--- src/mepd_pkg.sv ---
`timescale 1ns / 1ps

package mepd_pkg;

  localparam int IN_W   = 24;
  localparam int DIFF_W = IN_W + 1;
  localparam int MAG_W  = IN_W;
  localparam int TERM_W = 2 * MAG_W;
  localparam int SUM_W  = 62;
  localparam int OUT_W  = 38;
  localparam int ROOT_W = SUM_W / 2;

  localparam logic MODE_L1 = 1'b0;
  localparam logic MODE_L2 = 1'b1;

  typedef struct packed {
    logic take;
    logic sq;
    logic add;
    logic clr;
  } acc_ctl_t;

endpackage

--- src/mepd_accum.sv ---
`timescale 1ns / 1ps

module mepd_accum import mepd_pkg::*; (
  input  logic                     clk,
  input  logic                     rst_n,
  input  acc_ctl_t                 ctl,
  input  logic signed [IN_W-1:0]   value_a,
  input  logic signed [IN_W-1:0]   value_b,
  input  logic                     mode,
  output logic        [SUM_W-1:0]  sum
);

  logic signed [DIFF_W-1:0] diff;
  logic        [MAG_W-1:0]  mag_nxt;
  logic        [MAG_W-1:0]  mag_r;
  logic                     mode_r;
  logic        [TERM_W-1:0] term_r;
  logic        [SUM_W:0]    wide_sum;
  logic        [SUM_W-1:0]  sum_r;
  logic        [SUM_W-1:0]  sum_nxt;

  assign diff    = DIFF_W'(value_a) - DIFF_W'(value_b);
  assign mag_nxt = diff[DIFF_W-1] ? MAG_W'(-diff) : MAG_W'(diff);

  assign wide_sum = {1'b0, sum_r} + (SUM_W + 1)'(term_r);

  always_comb begin
    sum_nxt = sum_r;
    if (ctl.clr) begin
      sum_nxt = '0;
    end else if (ctl.add) begin
      sum_nxt = wide_sum[SUM_W] ? '1 : wide_sum[SUM_W-1:0];
    end
  end

  always_ff @(posedge clk) begin
    if (ctl.take) begin
      mag_r  <= mag_nxt;
      mode_r <= mode;
    end
    if (ctl.sq) begin
      term_r <= (mode_r == MODE_L2) ? mag_r * mag_r : TERM_W'(mag_r);
    end
  end

  always_ff @(posedge clk) begin
    if (!rst_n) begin
      sum_r <= '0;
    end else begin
      sum_r <= sum_nxt;
    end
  end

  assign sum = sum_r;

endmodule

--- src/mepd_sqrt.sv ---
`timescale 1ns / 1ps

module mepd_sqrt import mepd_pkg::*; (
  input  logic              clk,
  input  logic              rst_n,
  input  logic              start,
  input  logic [SUM_W-1:0]  radicand,
  output logic              done,
  output logic [ROOT_W-1:0] root
);

  localparam logic [SUM_W-1:0] BIT_TOP = SUM_W'(1) << (SUM_W - 2);
  localparam logic [SUM_W-1:0] BIT_END = SUM_W'(1);

  logic [SUM_W-1:0] n_r;
  logic [SUM_W-1:0] res_r;
  logic [SUM_W-1:0] bit_r;
  logic             busy_r;
  logic             done_r;
  logic [SUM_W-1:0] trial;
  logic             fits;

  // one restoring step per cycle
  assign trial = res_r + bit_r;
  assign fits  = n_r >= trial;

  always_ff @(posedge clk) begin
    if (start) begin
      n_r   <= radicand;
      res_r <= '0;
      bit_r <= BIT_TOP;
    end else if (busy_r) begin
      if (fits) begin
        n_r   <= n_r - trial;
        res_r <= (res_r >> 1) + bit_r;
      end else begin
        res_r <= res_r >> 1;
      end
      bit_r <= bit_r >> 2;
    end
  end

  always_ff @(posedge clk) begin
    if (!rst_n) begin
      busy_r <= 1'b0;
      done_r <= 1'b0;
    end else begin
      done_r <= busy_r && (bit_r == BIT_END);
      if (start) begin
        busy_r <= 1'b1;
      end else if (busy_r && (bit_r == BIT_END)) begin
        busy_r <= 1'b0;
      end
    end
  end

  assign done = done_r;
  assign root = res_r[ROOT_W-1:0];

endmodule

--- src/manhattan_euclidean_distance.sv ---
`timescale 1ns / 1ps

// L1 / L2 distance between two row vectors streamed one column pair per
// request (signed Q16.8), last marks the final column. Each column runs
// three steps: capture and |a-b|, square (L2), saturating 62-bit add. The
// last column then loads the output register in S_DONE; in L2 it first
// runs the restoring square-root step, one result bit per cycle. A result
// still held by out_stall keeps the last column waiting until it is taken.
// Result is Q.8; L1 saturates at 2^38-1. The user must see that mode is
// written only when idle; the block itself does not enforce it.
module manhattan_euclidean_distance import mepd_pkg::*; (
  input  logic                     clk,
  input  logic                     rst_n,
  input  logic                     cfg_valid,
  output logic                     cfg_ready,
  input  logic                     cfg_mode,
  input  logic                     in_valid,
  output logic                     in_stall,
  input  logic signed [IN_W-1:0]   in_value_a,
  input  logic signed [IN_W-1:0]   in_value_b,
  input  logic                     in_last,
  output logic                     out_valid,
  input  logic                     out_stall,
  output logic        [OUT_W-1:0]  out_distance
);

  typedef enum logic [2:0] {
    S_IDLE,
    S_SQ,
    S_ADD,
    S_START,
    S_ROOT,
    S_DONE
  } state_t;

  state_t            state_r, state_nxt;
  logic              mode_r;
  logic              last_r, last_nxt;
  logic              l2_r, l2_nxt;
  logic              out_valid_r, out_valid_nxt;
  logic [OUT_W-1:0]  out_distance_r, out_distance_nxt;
  acc_ctl_t          ctl;
  logic [SUM_W-1:0]  sum;
  logic              root_done;
  logic [ROOT_W-1:0] root;
  logic              take;
  logic              slot_free;
  logic [OUT_W-1:0]  l1_dist;

  assign cfg_ready = 1'b1;
  assign in_stall  = (state_r != S_IDLE);
  assign take      = in_valid && (state_r == S_IDLE);
  assign slot_free = !out_valid_r || !out_stall;
  assign l1_dist   = (|sum[SUM_W-1:OUT_W]) ? '1 : sum[OUT_W-1:0];

  mepd_accum u_accum (
    .clk     (clk),
    .rst_n   (rst_n),
    .ctl     (ctl),
    .value_a (in_value_a),
    .value_b (in_value_b),
    .mode    (mode_r),
    .sum     (sum)
  );

  mepd_sqrt u_sqrt (
    .clk      (clk),
    .rst_n    (rst_n),
    .start    (state_r == S_START),
    .radicand (sum),
    .done     (root_done),
    .root     (root)
  );

  always_comb begin
    state_nxt        = state_r;
    last_nxt         = last_r;
    l2_nxt           = l2_r;
    out_distance_nxt = out_distance_r;
    out_valid_nxt    = out_valid_r && out_stall;
    ctl              = '0;
    unique case (state_r)
      S_IDLE: begin
        if (take) begin
          ctl.take  = 1'b1;
          last_nxt  = in_last;
          l2_nxt    = (mode_r == MODE_L2);
          state_nxt = S_SQ;
        end
      end
      S_SQ: begin
        ctl.sq    = 1'b1;
        state_nxt = S_ADD;
      end
      S_ADD: begin
        ctl.add = 1'b1;
        if (!last_r) begin
          state_nxt = S_IDLE;
        end else if (l2_r) begin
          state_nxt = S_START;
        end else begin
          state_nxt = S_DONE;
        end
      end
      S_START: begin
        state_nxt = S_ROOT;
      end
      S_ROOT: begin
        if (root_done) begin
          state_nxt = S_DONE;
        end
      end
      S_DONE: begin
        if (slot_free) begin
          out_valid_nxt    = 1'b1;
          out_distance_nxt = l2_r ? OUT_W'(root) : l1_dist;
          ctl.clr          = 1'b1;
          state_nxt        = S_IDLE;
        end
      end
      default: begin
        state_nxt = S_IDLE;
      end
    endcase
  end

  always_ff @(posedge clk) begin
    if (!rst_n) begin
      state_r     <= S_IDLE;
      mode_r      <= MODE_L1;
      out_valid_r <= 1'b0;
    end else begin
      state_r     <= state_nxt;
      out_valid_r <= out_valid_nxt;
      if (cfg_valid && cfg_ready) begin
        mode_r <= cfg_mode;
      end
    end
    last_r         <= last_nxt;
    l2_r           <= l2_nxt;
    out_distance_r <= out_distance_nxt;
  end

  assign out_valid    = out_valid_r;
  assign out_distance = out_distance_r;

endmodule
--- config.mk ---
export PLATFORM = sky130hd
export DESIGN_NAME = manhattan_euclidean_distance
export DESIGN_NICKNAME = d
export VERILOG_FILES = /design/src/mepd_pkg.sv /design/src/mepd_accum.sv /design/src/mepd_sqrt.sv /design/src/manhattan_euclidean_distance.sv
export SDC_FILE = /design/constraint.sdc
export NUM_CORES = 2
export LEC_CHECK = 0
export BUFFER_PORTS_ARGS = -buffer_cell sky130_fd_sc_hd__buf_2
export CAP_MARGIN = 15
export CELL_PAD_IN_SITES_DETAIL_PLACEMENT = 1
export CELL_PAD_IN_SITES_GLOBAL_PLACEMENT = 1
export CORE_ASPECT_RATIO = 1.5
export CORE_UTILIZATION = 46
export CTS_BUF_LIST = sky130_fd_sc_hd__clkbuf_16
export CTS_CLUSTER_SIZE = 25
export DETAILED_ROUTE_END_ITERATION = 6
export PLACE_DENSITY = 0.78
export SLEW_MARGIN = 30
export SYNTH_ARGS = -nofsm -noshare
export SYNTH_HDL_FRONTEND = slang
export SYNTH_SLANG_ARGS = --single-unit
--- constraint.sdc ---
create_clock -name clk -period 9.78 [get_ports clk]
set_clock_uncertainty 0.05 [all_clocks]
set_input_delay 1.956 -clock clk [delete_from_list [all_inputs] [get_ports clk]]
set_output_delay 1.956 -clock clk [all_outputs]
set_load 0.03 [all_outputs]
==> summary.md <==
| Metric | Value |
|---|---|
| Final Hold Viols | 0 |
| Initial antenna violation count | 1 |
| Failing checks | DRC |
| Synthesized flop and latch total | 336 |
| Highest clock rate | 118 MHz |
| Top-count cell post-synth | inv_1 |
| Arr. time, crit path | 8.76 ns |
| Worst hold path depth | 0 |
| Final Max Slew Viols | 0 |
| Sequential share of the synthesized area | 0.204 |
| Post-Place Cells | 5,914 |
| Measured slew at the worst slew-check pin | 0.976 ns |
| DRC errors left | 14 |
| Die Y | 370 microns |
| Fin crit period | 8.47 ns |
| Worst-Skew Late Latency | 0.59 ns |
| Top cell type's share of synthesized area | 0.205 |
| Hold/Removal Path Class | reg -> reg |
| Post-synth top area cell | fa_1 |
| Die ar. | 91,500 sq um |
| Drt pass-1 iters | 7 |
| Pre-CTS setup slack | 1.32 ns |
| Share of cells above drive strength 1 | 0.0580 |
| Status | finished, violations left |
| Critical path required time | 10.07 ns |
| Endpoint class of the critical path | flip-flop |
| CTS clock-pin slew for the worst setup and hold paths | 0.06 ns |
| Layout net count | 5,655 |
| Setup Buffers After CTS | 0 |
| Clock root buffer | clkbuf_16 |
| Row Count | 134 |
| Worst r2r path cells | 25 |
| Placer congestion estimate | 0.955 |
| Critical path launch point type | flip-flop |
| Die X | 247 microns |
| Post-synth cell types | 98 |
| Io pins | 96 |
| First-pass GRT wire length | 202,000 microns |
| WL final | 128,000 microns |
| DR iter-0 viols | 1,384 |
| GR Util All Layers | 0.281 |
| Avg Cell Area, Syn | 8.62 sq um |
| Largest net degree at the start of global routing | 78 |
| WL/cell | 21.3 microns |
| Most frequent cells after synthesis | inv_1 (708), fa_1 (425), nand2_1 (394), a21oi_1 (389), ha_1 (375) |
| Worst slew margin | 0.349 |
| Max FO, Critical Path | 20 |
| Number of synthesized flops with an enable pin | 174 |
| HPWL after DPL | 104,000 microns |
| Clock Tree Buf Depth | 3 |
| Final instance area | 44,300 sq um |
| Area after DPL | 43,100 sq um |
| Vias in the first global route | 38,100 |
| Ys Warns | 0 |
| Final std cells w/o fill | 5,987 |
| Core Region | 89,200 sq um |
| Starting density of the core | 0.466 |
| Final setup TNS | 0 ns |
| Max-cap check violation count | 0 |
| Routed via count divided by cell count | 5.76 |
| Cts hold-fix bufs | 0 |
| Cell area after synthesis | 41,500 sq um |
| GRT Residual Overflow | 0 |
| Post-Syn Instances | 4,820 |
| IO buf count | 94 |
| Setup Crit Path Kind | reg -> reg |
| Final setup margin | 1.31 ns |
| Async SR Flop Fraction | 0 |
| Syn-to-layout area delta | 6.63% |
| Period utilisation layout | 0.866 |
| Synth area leaders | fa_1 (20%), edfxtp_1 (13%), ha_1 (11%) |
| Num CTS Buffers | 38 |
| Fillers | 10,600 |
| CTS tree | yes |
| Synth Net Count | 5,675 |
| RSZ-0062 raised after global routing | no |
| Top_reg_cell synth | edfxtp_1 |
| Vias | 34,500 |
| Post-cts resize count | 0 |
| CTS sink count | 336 |
| Final setup vio count | 0 |
| Remaining antenna violation count after routing | 0 |
| CTS H-tree depth | 2 |
cells by family (layout without fill, tap and decap cells):
logic type | count (synthesis) | in the layout | synth area share
XOR/XNOR | 287 | 287 | 0.0605
AO/OA/AOI/OAI | 1137 | 1137 | 0.172
flip-flops | 336 | 336 | 0.204
adder cells (fa/ha/maj) | 800 | 800 | 0.318
buffers and inverters | 913 | 923 | 0.0831
other | 1 | 2 | 0.0000903
AND/OR/NAND/NOR | 1283 | 1283 | 0.147
multiplexers | 63 | 63 | 0.0156
cell type report:
class,count,area [sq um],share of cell area
clock buffers,40,1000,0.0226
repair buffers,144,866,0.0195
clock inverters,30,185,0.00418
well taps,1156,1450,0.0327
inverters,709,2660,0.0601
flip-flops and latches,336,8470,0.191
diodes,1,2.50,0.0000565
multi-input cells,3571,29700,0.670
worst max-delay path, cell delays in order (launching register included):
cell and delay [ns]:
edfxtp_1 0.95, nand2_1 0.28, fa_1 0.61, inv_1 0.06
fa_1 0.53, inv_1 0.06, fa_1 0.48, fa_1 0.57
inv_1 0.06, fa_1 0.50, fa_1 0.49, inv_1 0.05
fa_1 0.48, inv_1 0.05, ha_1 0.37, a21oi_1 0.24
o21ai_0 0.18, a221oi_2 0.28, o21ai_2 0.13, o22a_1 0.29
a221o_1 0.45, a2111oi_4 0.47, o31ai_2 0.13, o31ai_2 0.22
xnor2_1 0.08, and2_1 0.15
final timing paths:
path	startpoint	endpoint	slack (ns)
min	mode_r	u_accum.mode_r	0.39
max reg2reg	u_accum.mag_r[14]	u_accum.term_r[44]	1.31
min reg2reg	mode_r	u_accum.mode_r	0.39
max	u_accum.mag_r[14]	u_accum.term_r[44]	1.31
per-layer routing:
layer / track usage / part of all wire / vias to the layer above
li1: - / - / 16200
met2: 0.545 / 0.54 / 699
met4: 0.143 / 0.055 / 0
met5: 0 / 0 / -
met3: 0.0231 / 0.030 / 323
met1: 0.296 / 0.37 / 17300
state kept, by name, summed over array words and instances, names as in the netlist, 3 cells and up:
register	count
out_distance	38
u_sqrt.bit_r	31
u_accum.term_r	48
u_accum.mag_r	24
u_sqrt.res_r	62
u_sqrt.n_r	62
u_accum.sum	62
state_r	3
stage by stage:
stage / hold slack [ns] / util
2_1_floorplan: 0.358 / -
3_3_place_gp: 0.384 / 0.483
3_5_place_dp: 0.378 / 0.483
4_1_cts: 0.396 / 0.496
5_1_grt: 0.405 / 0.497
6_report: 0.392 / 0.497
placed cells by master, fill, tap and decap left out, types with 38 or more instances in the layout:
master	n
xor2_1	107
ha_1	375
a21o_1	95
dfxtp_1	161
nor2_1	336
o21ai_0	255
a31oi_1	72
buf_2	94
nand3_1	65
xnor2_1	180
buf_4	47
inv_1	719
edfxtp_1	174
nor3_1	79
clkbuf_16	40
mux2i_1	50
nor2b_1	38
fa_1	425
a21oi_1	388
nand4_1	65
and2_1	156
nand2_1	394
a211oi_1	51
Power is left out: the tool's default activity adds up to more than one toggle a clock period on the data nets, which glitch-free logic cannot reach.
